**src/design/stripe_pattern_pixel_generator_macros.svh**
```systemverilog
// assertion macros for the stripe pattern pixel generator
// included by the modules that carry concurrent checks; no other dependencies
`ifndef STRIPE_PATTERN_PIXEL_GENERATOR_MACROS_SVH
`define STRIPE_PATTERN_PIXEL_GENERATOR_MACROS_SVH

// condition implies consequence in the same cycle, checked outside reset
`define SPG_ASSERT_IMP(label, clk, rstn, ante, cons, msg) \
  label: assert property (@(posedge clk) disable iff (!rstn) (ante) |-> (cons)) \
    else $error(msg);

// condition never holds, checked outside reset
`define SPG_ASSERT_NEVER(label, clk, rstn, cond, msg) \
  label: assert property (@(posedge clk) disable iff (!rstn) !(cond)) \
    else $error(msg);

`endif

```
**src/design/spg_pkg.sv**
```systemverilog
// shared types and constants of the stripe pattern pixel generator
// no dependencies; imported by spg_div_stage, the top level and the testbench
`timescale 1ns / 1ps
`default_nettype none

package spg_pkg;

  // parameter defaults
  localparam int unsigned PATTERN_COUNT_DEF = 8;
  localparam int unsigned RASTER_ROWS_DEF   = 1024;
  localparam int unsigned RASTER_COLS_DEF   = 1024;

  // field widths
  localparam int unsigned FRAME_W = 5;
  localparam int unsigned COORD_W = 10;
  localparam int unsigned LEN_W   = 11;
  localparam int unsigned GREY_W  = 8;
  localparam int unsigned REM_W   = LEN_W;
  // pattern index comes from the upper frame bits
  localparam int unsigned K_W     = FRAME_W - 1;
  localparam int unsigned STEP_W  = K_W + 1;
  localparam int unsigned DIM_W   = 13;

  localparam logic [GREY_W-1:0] GREY_WHITE = '1;
  localparam logic [GREY_W-1:0] GREY_BLACK = '0;

  // configuration register indexes
  typedef enum logic [2:0] {
    REG_PATTERN_FIRST_ROW = 3'd0,
    REG_PATTERN_FIRST_COL = 3'd1,
    REG_PATTERN_HEIGHT    = 3'd2,
    REG_PATTERN_WIDTH     = 3'd3,
    REG_MARK_FIRST_ROW    = 3'd4,
    REG_MARK_FIRST_COL    = 3'd5,
    REG_MARK_HEIGHT       = 3'd6,
    REG_MARK_WIDTH        = 3'd7
  } spg_reg_e;

  // per-pixel control carried alongside the remainder
  typedef struct packed {
    logic           oor;     // frame number past the last frame
    logic           white;   // frame 0 inside the image
    logic           active;  // stripe pixel, value from the quotient bits
    logic           neg;     // inverted frame of the pair
    logic [K_W-1:0] k;       // pattern index
    logic           stripe;  // xor of quotient bits k and k+1 so far
  } spg_side_t;

endpackage

`default_nettype wire

```
**src/design/spg_div_stage.sv**
```systemverilog
// one restoring division step of y / pattern_height with its pipeline register
// depends on spg_pkg
`timescale 1ns / 1ps
`default_nettype none

module spg_div_stage import spg_pkg::*; #(
  parameter int unsigned STEP = 1
) (
  input  wire logic             clk_i,
  input  wire logic             rst_ni,
  input  wire logic             en_i,
  input  wire logic             valid_i,
  input  wire spg_side_t        side_i,
  input  wire logic [REM_W-1:0] rem_i,
  input  wire logic [LEN_W-1:0] height_i,
  output logic                  valid_o,
  output spg_side_t             side_o,
  output logic [REM_W-1:0]      rem_o
);

  logic [REM_W:0]   dbl;
  logic [REM_W:0]   diff;
  logic             qbit;
  logic             tap;
  logic [REM_W-1:0] rem_d;
  spg_side_t        side_d;
  logic             valid_q;
  spg_side_t        side_q;
  logic [REM_W-1:0] rem_q;

  // shift in a zero and try to subtract the divisor
  assign dbl   = {rem_i, 1'b0};
  assign diff  = dbl - {1'b0, height_i};
  assign qbit  = dbl >= {1'b0, height_i};
  assign rem_d = qbit ? diff[REM_W-1:0] : dbl[REM_W-1:0];

  // this quotient bit counts when it is bit k or bit k+1
  assign tap = (STEP_W'(side_i.k) == STEP_W'(STEP)) ||
               ((STEP_W'(side_i.k) + STEP_W'(1)) == STEP_W'(STEP));

  always_comb begin
    side_d        = side_i;
    side_d.stripe = side_i.stripe ^ (tap & qbit);
  end

  // valid register
  always_ff @(posedge clk_i or negedge rst_ni) begin
    if (!rst_ni) begin
      valid_q <= 1'b0;
    end else if (en_i) begin
      valid_q <= valid_i;
    end
  end

  // payload register
  always_ff @(posedge clk_i) begin
    if (en_i) begin
      side_q <= side_d;
      rem_q  <= rem_d;
    end
  end

  assign valid_o = valid_q;
  assign side_o  = side_q;
  assign rem_o   = rem_q;

endmodule

`default_nettype wire

```
**src/design/stripe_pattern_pixel_generator.sv**
```systemverilog
// Stripe pattern pixel generator: one pixel per clock when there is no backpressure. The stripe
// bit is bit k xor bit k+1 of the binary fraction of y / pattern_height, produced by a chain of
// PATTERN_COUNT + 1 restoring division stages, one quotient bit per stage, after a front
// stage that decodes the frame and tests the rectangles, and before an output register.
// Empty stages collapse under backpressure, so input is taken while results wait. The user
// must keep the configuration static while pixels are in flight; the block does not enforce
// it. Depends on spg_pkg, spg_div_stage and the macros header.
`timescale 1ns / 1ps
`default_nettype none

`include "stripe_pattern_pixel_generator_macros.svh"

module stripe_pattern_pixel_generator import spg_pkg::*; #(
  parameter int unsigned PATTERN_COUNT = PATTERN_COUNT_DEF,
  parameter int unsigned RASTER_ROWS   = RASTER_ROWS_DEF,
  parameter int unsigned RASTER_COLS   = RASTER_COLS_DEF
) (
  input  wire logic              clk_i,
  input  wire logic              rst_ni,
  // configuration write port
  input  wire logic              cfg_we_i,
  input  wire logic [2:0]        cfg_index_i,
  input  wire logic [LEN_W-1:0]  cfg_data_i,
  // pixel requests
  input  wire logic              s_tvalid,
  output logic                   s_tready,
  input  wire logic [31:0]       s_tdata,   // frame_number[4:0], pixel_row[14:5],
                                            // pixel_col[24:15], zero fill
  // pixel values
  output logic                   m_tvalid,
  input  wire logic              m_tready,
  output logic [GREY_W-1:0]      m_tdata,   // grey_value[7:0]
  output logic                   m_tuser    // frame_out_of_range[0]
);

  localparam int unsigned DIV_STAGES = PATTERN_COUNT + 1;
  localparam int unsigned LAST       = DIV_STAGES + 1;
  localparam logic [FRAME_W:0] FrameLast = (FRAME_W + 1)'(2 * PATTERN_COUNT);

  // configuration registers
  logic [COORD_W-1:0] pat_row_q, pat_col_q, mark_row_q, mark_col_q;
  logic [LEN_W-1:0]   pat_height_q, pat_width_q, mark_height_q, mark_width_q;

  // pipeline control
  logic [LAST:0] vld;
  logic [LAST:0] en;

  spg_side_t        side [0:DIV_STAGES];
  logic [REM_W-1:0] rem  [0:DIV_STAGES];

  // front stage
  logic [FRAME_W-1:0] frame;
  logic [COORD_W-1:0] row, col;
  logic [FRAME_W-1:0] frame_m1;
  logic               oor_c, in_image_c, in_pattern_c, in_mark_c, frame_zero_c;
  logic [COORD_W-1:0] y_c;
  spg_side_t          side_c;
  logic               vld0_q;
  spg_side_t          side0_q;
  logic [REM_W-1:0]   rem0_q;

  // output stage
  logic [GREY_W-1:0] grey_d;
  logic              out_vld_q;
  logic [GREY_W-1:0] grey_q;
  logic              oor_q;

  function automatic logic in_span(logic [COORD_W-1:0] v, logic [COORD_W-1:0] first,
                                   logic [LEN_W-1:0] len);
    logic [LEN_W:0] lim;
    lim = (LEN_W + 1)'(first) + (LEN_W + 1)'(len);
    return (v >= first) && ((LEN_W + 1)'(v) < lim);
  endfunction

  // configuration writes
  always_ff @(posedge clk_i or negedge rst_ni) begin
    if (!rst_ni) begin
      pat_row_q     <= '0;
      pat_col_q     <= '0;
      pat_height_q  <= LEN_W'(1024);
      pat_width_q   <= LEN_W'(1024);
      mark_row_q    <= '0;
      mark_col_q    <= '0;
      mark_height_q <= '0;
      mark_width_q  <= '0;
    end else if (cfg_we_i) begin
      unique case (spg_reg_e'(cfg_index_i))
        REG_PATTERN_FIRST_ROW: pat_row_q     <= cfg_data_i[COORD_W-1:0];
        REG_PATTERN_FIRST_COL: pat_col_q     <= cfg_data_i[COORD_W-1:0];
        REG_PATTERN_HEIGHT:    pat_height_q  <= cfg_data_i;
        REG_PATTERN_WIDTH:     pat_width_q   <= cfg_data_i;
        REG_MARK_FIRST_ROW:    mark_row_q    <= cfg_data_i[COORD_W-1:0];
        REG_MARK_FIRST_COL:    mark_col_q    <= cfg_data_i[COORD_W-1:0];
        REG_MARK_HEIGHT:       mark_height_q <= cfg_data_i;
        REG_MARK_WIDTH:        mark_width_q  <= cfg_data_i;
        default: ;
      endcase
    end
  end

  // stage enables: a stage moves when it is empty or the next one moves
  assign en[LAST] = !vld[LAST] || m_tready;
  for (genvar i = 0; i < LAST; i++) begin : g_en
    assign en[i] = !vld[i] || en[i+1];
  end
  assign s_tready = en[0];

  // request decode
  assign frame    = s_tdata[4:0];
  assign row      = s_tdata[14:5];
  assign col      = s_tdata[24:15];
  assign frame_m1 = frame - FRAME_W'(1);

  assign oor_c        = {1'b0, frame} > FrameLast;
  assign frame_zero_c = frame == '0;
  assign in_image_c   = (DIM_W'(row) < DIM_W'(RASTER_ROWS)) &&
                        (DIM_W'(col) < DIM_W'(RASTER_COLS));
  assign in_pattern_c = (pat_height_q != '0) &&
                        in_span(row, pat_row_q, pat_height_q) &&
                        in_span(col, pat_col_q, pat_width_q);
  assign in_mark_c    = (mark_height_q != '0) &&
                        in_span(row, mark_row_q, mark_height_q) &&
                        in_span(col, mark_col_q, mark_width_q);
  assign y_c          = row - pat_row_q;

  always_comb begin
    side_c.oor    = oor_c;
    side_c.white  = !oor_c && in_image_c && frame_zero_c;
    side_c.active = !oor_c && in_image_c && !frame_zero_c && in_pattern_c && !in_mark_c;
    side_c.neg    = frame_m1[0];
    side_c.k      = frame_m1[FRAME_W-1:1];
    side_c.stripe = 1'b0;
  end

  // front stage register
  always_ff @(posedge clk_i or negedge rst_ni) begin
    if (!rst_ni) begin
      vld0_q <= 1'b0;
    end else if (en[0]) begin
      vld0_q <= s_tvalid;
    end
  end

  always_ff @(posedge clk_i) begin
    if (en[0]) begin
      side0_q <= side_c;
      rem0_q  <= REM_W'(y_c);
    end
  end

  assign vld[0]  = vld0_q;
  assign side[0] = side0_q;
  assign rem[0]  = rem0_q;

  // division chain, one fraction bit of y / height per stage
  for (genvar i = 1; i <= DIV_STAGES; i++) begin : g_div
    spg_div_stage #(
      .STEP(i)
    ) u_div_stage (
      .clk_i    (clk_i),
      .rst_ni   (rst_ni),
      .en_i     (en[i]),
      .valid_i  (vld[i-1]),
      .side_i   (side[i-1]),
      .rem_i    (rem[i-1]),
      .height_i (pat_height_q),
      .valid_o  (vld[i]),
      .side_o   (side[i]),
      .rem_o    (rem[i])
    );
  end

  // pixel value
  always_comb begin
    priority if (side[DIV_STAGES].white) begin
      grey_d = GREY_WHITE;
    end else if (side[DIV_STAGES].active &&
                 (side[DIV_STAGES].stripe ^ side[DIV_STAGES].neg)) begin
      grey_d = GREY_WHITE;
    end else begin
      grey_d = GREY_BLACK;
    end
  end

  // output register
  always_ff @(posedge clk_i or negedge rst_ni) begin
    if (!rst_ni) begin
      out_vld_q <= 1'b0;
    end else if (en[LAST]) begin
      out_vld_q <= vld[DIV_STAGES];
    end
  end

  always_ff @(posedge clk_i) begin
    if (en[LAST]) begin
      grey_q <= grey_d;
      oor_q  <= side[DIV_STAGES].oor;
    end
  end

  assign vld[LAST] = out_vld_q;
  assign m_tvalid  = out_vld_q;
  assign m_tdata   = grey_q;
  assign m_tuser   = oor_q;

  // checks
  `SPG_ASSERT_IMP(a_grey_binary, clk_i, rst_ni, m_tvalid && (m_tdata != GREY_BLACK),
                  m_tdata == GREY_WHITE, "grey value neither black nor white")
  `SPG_ASSERT_IMP(a_oor_black, clk_i, rst_ni, m_tvalid && m_tuser,
                  m_tdata == GREY_BLACK, "out of range frame gives a lit pixel")
  `SPG_ASSERT_IMP(a_stall_source, clk_i, rst_ni, !s_tready,
                  m_tvalid && !m_tready, "input stalled without output backpressure")
  `SPG_ASSERT_NEVER(a_front_exclusive, clk_i, rst_ni,
                    vld0_q && side0_q.white && side0_q.active,
                    "pixel marked both white frame and stripe")

endmodule

`default_nettype wire

```
**config.mk**
```make
export PLATFORM = sky130hd
export DESIGN_NAME = stripe_pattern_pixel_generator
export DESIGN_NICKNAME = d
export VERILOG_FILES = /design/src/design/spg_pkg.sv /design/src/design/spg_div_stage.sv /design/src/design/stripe_pattern_pixel_generator.sv
export VERILOG_INCLUDE_DIRS = /design/src /design/src/design
export SDC_FILE = /design/constraint.sdc
export NUM_CORES = 1
export LEC_CHECK = 0
export BUFFER_PORTS_ARGS = -buffer_cell sky130_fd_sc_hd__buf_2
export CAP_MARGIN = 20
export CORE_AREA = 2 2 195 197
export CTS_CLUSTER_DIAMETER = 200
export DETAILED_ROUTE_END_ITERATION = 10
export DIE_AREA = 0 0 197 199
export GPL_ROUTABILITY_DRIVEN = 0
export PLACE_DENSITY = 0.75
export SYNTH_ARGS = -nofsm -noshare
export SYNTH_HDL_FRONTEND = slang
export SYNTH_SLANG_ARGS = --single-unit
```
**constraint.sdc**
```tcl
create_clock -name clk_i -period 10.3 [get_ports clk_i]
set_input_delay 0.515 -clock clk_i [delete_from_list [all_inputs] [get_ports clk_i]]
set_output_delay 0.515 -clock clk_i [all_outputs]
set_load 0.01 [all_outputs]
```
# [After elaboration in Yosys (flattened, before gate mapping)]
# Cells that the tools add are included.
[word_totals] ff_bits=287 latchBits=0 mem_bits_rw=0 romBits=0 out_inout_bits=11 n_memories=0
[op_classes] n_addsub=23 mul=0 div=0 order_cmp=18 eq_ne=25 shift=0 muxes=9 bitwise_logic=18 n_reduce_logical=59
[ops] operator="$ge 12x11->1" count=8
[ops] operator="$mux 11" count=8
[ops] operator="$sub 11x11->11" count=8
[ops] operator="$add 10x11->12" count=4
[ops] operator="$lt 10x12->1" count=4
[ops] operator="$add 4x1->5 const B" count=9
[ops] operator="$ge 10x10->1" count=4
[ops] operator="$reduce_bool 11->1" count=2
[ops] operator="$eq 5x3->1 const B" count=4
[ops] operator="$logic_or 1x1->1" count=20
[ops] operator="$eq 4x3->1 const B" count=4
[ops] operator="$reduce_and 2->1" count=8
[ops] operator="$logic_not 1->1" count=14
[ops] operator="$logic_and 1x1->1" count=13
[ops] operator="$eq 3x3->1 const B" count=4
[ops] operator="$ge 11x11->1" count=1
[ops] operator="$eq 5x2->1 const B" count=2
[ops] operator="$eq 5x4->1 const B" count=2
[ops] operator="$sub 10x10->10" count=1
[ops] operator="$and 1x1->1" count=9
[ops] operator="$xor 1x1->1" count=9
[ops] operator="$eq 4x2->1 const B" count=2
[ops] operator="$eq 4x4->1 const B" count=2
[ops] operator="$mux 8" count=1
[ops] operator="other kinds (8)" count=9

# [Longest topological paths before layout]
[logic_depth] word_depth=12 mapped_depth=15

# [Cells and area by module]
# A second synthesis with hierarchy kept.
[unflattened] hier_cells=1821 area_unflattened_um2=20110.5
[by_module_without_submodules] mod="stripe_pattern_pixel_generator" instances=1 cells_per_inst=739 area_each_um2=7639.8
[by_module_without_submodules] mod="spg_div_stage at g_div[3].u_div_stage ..." instances=3 cells_per_inst=116 area_each_um2=1380.1
[by_module_without_submodules] mod="spg_div_stage at g_div[8].u_div_stage" instances=1 cells_per_inst=124 area_each_um2=1422.6
[by_module_without_submodules] mod="spg_div_stage at g_div[4].u_div_stage" instances=1 cells_per_inst=122 area_each_um2=1392.6
[by_module_without_submodules] mod="spg_div_stage at g_div[6].u_div_stage" instances=1 cells_per_inst=124 area_each_um2=1382.6
[by_module_without_submodules] mod="spg_div_stage at g_div[2].u_div_stage" instances=1 cells_per_inst=124 area_each_um2=1380.1
[by_module_without_submodules] mod="spg_div_stage at g_div[1].u_div_stage" instances=1 cells_per_inst=116 area_each_um2=1378.8
[by_module_without_submodules] mod="spg_div_stage at g_div[7].u_div_stage" instances=1 cells_per_inst=124 area_each_um2=1373.8

# [Worst setup path before layout]
# No wires, ideal clock.
[synth_timing] path_type="flip-flop to flip-flop" from="reg pat_height_q[0]" to="reg side0_q, in the netlist side[87] (data pin)" arrival_time_ns=3.105 slack_ns=7.025 path_stages_with_launch=15 n_path_buf=0 synth_period_minus_slack_ns=3.275 path_cell_list="dfrtp_1 ha_1 fa_1 a211o_1 nand2_1 nand2b_1 a21oi_1 xor2_1 ha_1 and3_1 a21oi_1 o21ai_0 o211ai_1 o2111ai_1 a311oi_2"
[synth_rtl] item="start: declaration" line="stripe_pattern_pixel_generator.sv:42" rtl="logic [LEN_W-1:0] pat_height_q, pat_width_q, mark_height_q, mark_width_q;"
[synth_rtl] item="start signal: assignment" line="stripe_pattern_pixel_generator.sv:90" rtl="REG_PATTERN_HEIGHT: pat_height_q <= cfg_data_i;"
[synth_rtl] item="end signal: assignment" line="stripe_pattern_pixel_generator.sv:146" rtl="side0_q <= side_c;"
[synth_rtl] item="end: declaration" line="stripe_pattern_pixel_generator.sv:59" rtl="spg_side_t side0_q;"

# [Final worst setup path]
[layout_timing] from="reg out_vld_q (netlist: m_tvalid)" to="out s_tready"
[layout_via] elab_chain_cells=12
[layout_lines] item="start: declaration" line="stripe_pattern_pixel_generator.sv:64" rtl="logic out_vld_q;"
[layout_lines] item="start signal: assignment" line="stripe_pattern_pixel_generator.sv:190" rtl="out_vld_q <= vld[DIV_STAGES];"
[layout_lines] item="$logic_not 1->1" line="stripe_pattern_pixel_generator.sv:102" rtl="assign en[LAST] = !vld[LAST] || m_tready;"
[layout_lines] item="$logic_or 1x1->1" line="stripe_pattern_pixel_generator.sv:102"
[layout_lines] item="$logic_or 1x1->1" line="stripe_pattern_pixel_generator.sv:104" rtl="assign en[i] = !vld[i] || en[i+1];"
[layout_lines] item="net en[9]" line="stripe_pattern_pixel_generator.sv:46" rtl="logic [LAST:0] en;"
[layout_lines] item="$logic_or 1x1->1 (9 in series)" line="stripe_pattern_pixel_generator.sv:104"
[layout_lines] item="end: declaration" line="stripe_pattern_pixel_generator.sv:26" rtl="output logic s_tready,"
# The timed path passes the listed nets, and every way through them passes these cells.

==> out/qor.yml <==
status:
  status: "finished clean"
sta:
  setup-violations-final: 0
  relSlewSlack: 0.2666
  fin_ws_ps: 6362
  hold_viol: 0
  fmax_mhz: 253.9
  finClkSkew_ps: 20.97
  timing.setup.tns_ps: 0
  rsz0062_at_grt: "no"
  drv_slew: 0
  layout_min_cycle_time_ps: 3938
  worst_slew_pin_slew_ps: 1097
  hold_slack_ps: 173.3
  finalCritPeriodShare: 0.3824
worst_setup_path:
  critPathLaunch: "m_tvalid$_DFFE_PN0P_"
  worstReg2RegEnd: "side[87]$_DFFE_PP_"
  crit_path_end: "s_tready"
  path_max_fanout: 20
  ff2ff_path_depth: 16
  cp-start-kind: "register"
  r2r_slack_ps: 6540
  cp-end-kind: "primary output"
  r2r_start: "pat_height_q[0]$_DFFE_PN0P_"
  cp.required_ps: 9790
  cp.arrival_ps: 3420
  worstSetupPathType: "register to primary output"
synthesis:
  synth_compound_area_frac: 0.1432
  synthAdderAreaFrac: 0.1655
  ys_warn_count: 0
  synth_fp_nets: 2018
  syn_area_sq_mm: 0.01805
  synth_cells: 1736
  synthSimpleGateAreaFrac: 0.1419
  synth_ff_type: "edfxtp_1"
  avgSynthCellArea_sq_um: 10.40
  async_flop_share: 0.3405
  synth_top_family_by_area: "adder cells"
  ys_types: 75
  synth_xor_area_frac: 0.04705
  synthMuxAreaShare: 0.02987
  ys_seq_area_frac: 0.4378
  ys_ff_latch: 279
  synth_edf_count: 184
routing:
  ant_nets: 0
  met1Wirelength_um: 16490
  drcViolationCount: 0
  wl_um: 39620
  wl_met3_um: 1551
  top_layer: "met4"
  wl_met2_um: 20210
  drt_first_pass_iters: 6
  vias: 13180
  via_per_inst: 5.731
  post_drt_wl_per_cell_um: 17.23
  drt_iter0_drc: 784
floorplanning:
  core_sq_mm: 0.03713
  ios: 62
  fp.dieArea_sq_mm: 0.03920
  start_util: 0.4862
  die_h_um: 199
  placementRows: 71
  die_w_um: 197
clock_tree:
  ctsResizeCount: 0
  clk_pin_slew_ps: 60
  cts_max_level: 2
  numCtsBuffers: 34
  cts_tree: "yes"
  clock-sinks: 279
  cts_root_buf: "clkbuf_16"
  clock_path_buffers: 3
  clk_latency_ps: 540
cells_and_area:
  mostFrequentLayoutCell: "ha_1"
  areaGrowthSynthToFinish_pct: 11.11
  layout_common_cells: "ha_1, nand2_1, edfxtp_1, o21ai_0, inv_1"
  final_util: 0.5402
  nNetsFinal: 2082
  drive_above_1_share: 0.1139
  diodes: 0
global_route:
  grt_max_degree: 61
  first_global_vias: 13200
  grt_usage: 0.2054
  antenna_found_initial: 1
  grt_pass1_wl_um: 64360
  grt-ovfl-total: 0
hold_path:
  hold_start: "s_tvalid"
  hold_path_class: "input port to register"
pwr:
  p_leak_uw: 0.008593
  powerDensity_mw_per_mm2: 315.9
  vdd_drop_max_mv: 0.1384
  power.total_uw: 6337
placement:
  dp_slack_ps: 6435
  port_buffers: 54
  detailed_place_hpwl_um: 28460
flow_run:
  cap_violations: 0
==> through the flow <==
step / cell area (sq um) / cells
CTS: 19990 / 2293
detailed placement: 18790 / 2230
finish: 20060 / 2300
global route: 20060 / 2300
floorplan: 18050 / 1736
global placement: 18780 / 2229
==> state kept, by name, indices dropped and copies added (netlist names), 11 cells and up <==
name / cells
pat_height_q: 11
g_div.u_div_stage.side_o: 76
mark_width_q: 11
mark_height_q: 11
pat_width_q: 11
g_div.u_div_stage.rem_o: 88
==> what timing repair did <==
item / in CTS / in global routing
hold buffers: 1 / 0
endpoints found under the hold margin: 31 / 0
buffers inserted: 0 / 0
setup endpoints to repair: 0 / 0
==> cells in the mapped netlist, drive strengths merged (17+ instances only) <==
cell | count | area, sq um
nor2 | 96 | 360.4
a21o | 28 | 210.2
o31ai | 30 | 249.0
mux2 | 47 | 529.3
xnor2 | 39 | 341.6
nand4 | 17 | 106.4
ha | 218 | 2728
edfxtp | 184 | 5525
inv | 107 | 401.6
xor2 | 58 | 508.0
nand2b | 43 | 269.0
buf | 26 | 166.4
nor2b | 22 | 137.6
dfrtp | 93 | 2327
nand3 | 40 | 200.2
nand2 | 188 | 705.7
a21oi | 68 | 355.3
a211oi | 21 | 162.6
o21a | 18 | 135.1
nor3 | 40 | 210.2
o21ai | 160 | 804.5
==> logic make-up (layout without fill, tap and decap cells) <==
kind of cell               after synthesis  in the layout
and+or+nand+nor                        528            528
muxes                                   48             48
xor gates and xnor gates                97             97
AOI/OAI and AO/OA                      405            405
DFF                                    279            279
adders and majority gates              231            231
buffers and inverters                  148            238
==> metal layers <==
layer,vias up,global-route usage
li1,6476,-
met1,6299,0.2426
met2,308,0.3760
met3,99,0.02611
met4,0,0.08744
met5,-,0
==> worst min-delay path by stage <==
| stage | end | slack, ps | cells after the start |
|---|---|---|---|
| 4_1_cts | vld0_q$_DFFE_PN0P_ | 160 | 2 |
| 3_3_place_gp | g_div[8].u_div_stage.side_o[6]$_DFFE_PP_ | 400 | 0 |
| 5_1_grt | vld0_q$_DFFE_PN0P_ | 170 | 2 |
| 6_report | vld0_q$_DFFE_PN0P_ | 170 | 2 |
| 2_1_floorplan | g_div[1].u_div_stage.valid_o$_DFFE_PN0P_ | 220 | 0 |
| 3_5_place_dp | g_div[1].u_div_stage.side_o[1]$_DFFE_PP_ | 400 | 0 |
==> report_power, final <==
part / internal (uW) / switching [uW]
clock: 765 / 480
sequential: 1750 / 222
combinational: 1320 / 1800
total: 3840 / 2500
==> layout make-up <==
| cell class | count | area (sq um) |
|---|---|---|
| fill | 3161 | 17070 |
| timing repair buffer | 68 | 406.6 |
| clock buffer | 43 | 914.6 |
| sequential | 279 | 7905 |
| tap | 474 | 593.1 |
| clock inverter | 19 | 271.5 |
| inverter | 108 | 405.4 |
| multi-input combinational | 1309 | 9564 |
==> worst max-delay path: stages, from the launching register on <==
cell and delay [ps]:
dfrtp_1 330, nor2b_1 310, nand2_1 270, nor2_1 240
and2_1 250, and4_1 270, nand3_1 780, buf_2 430
(Power assumes the default switching activity.)
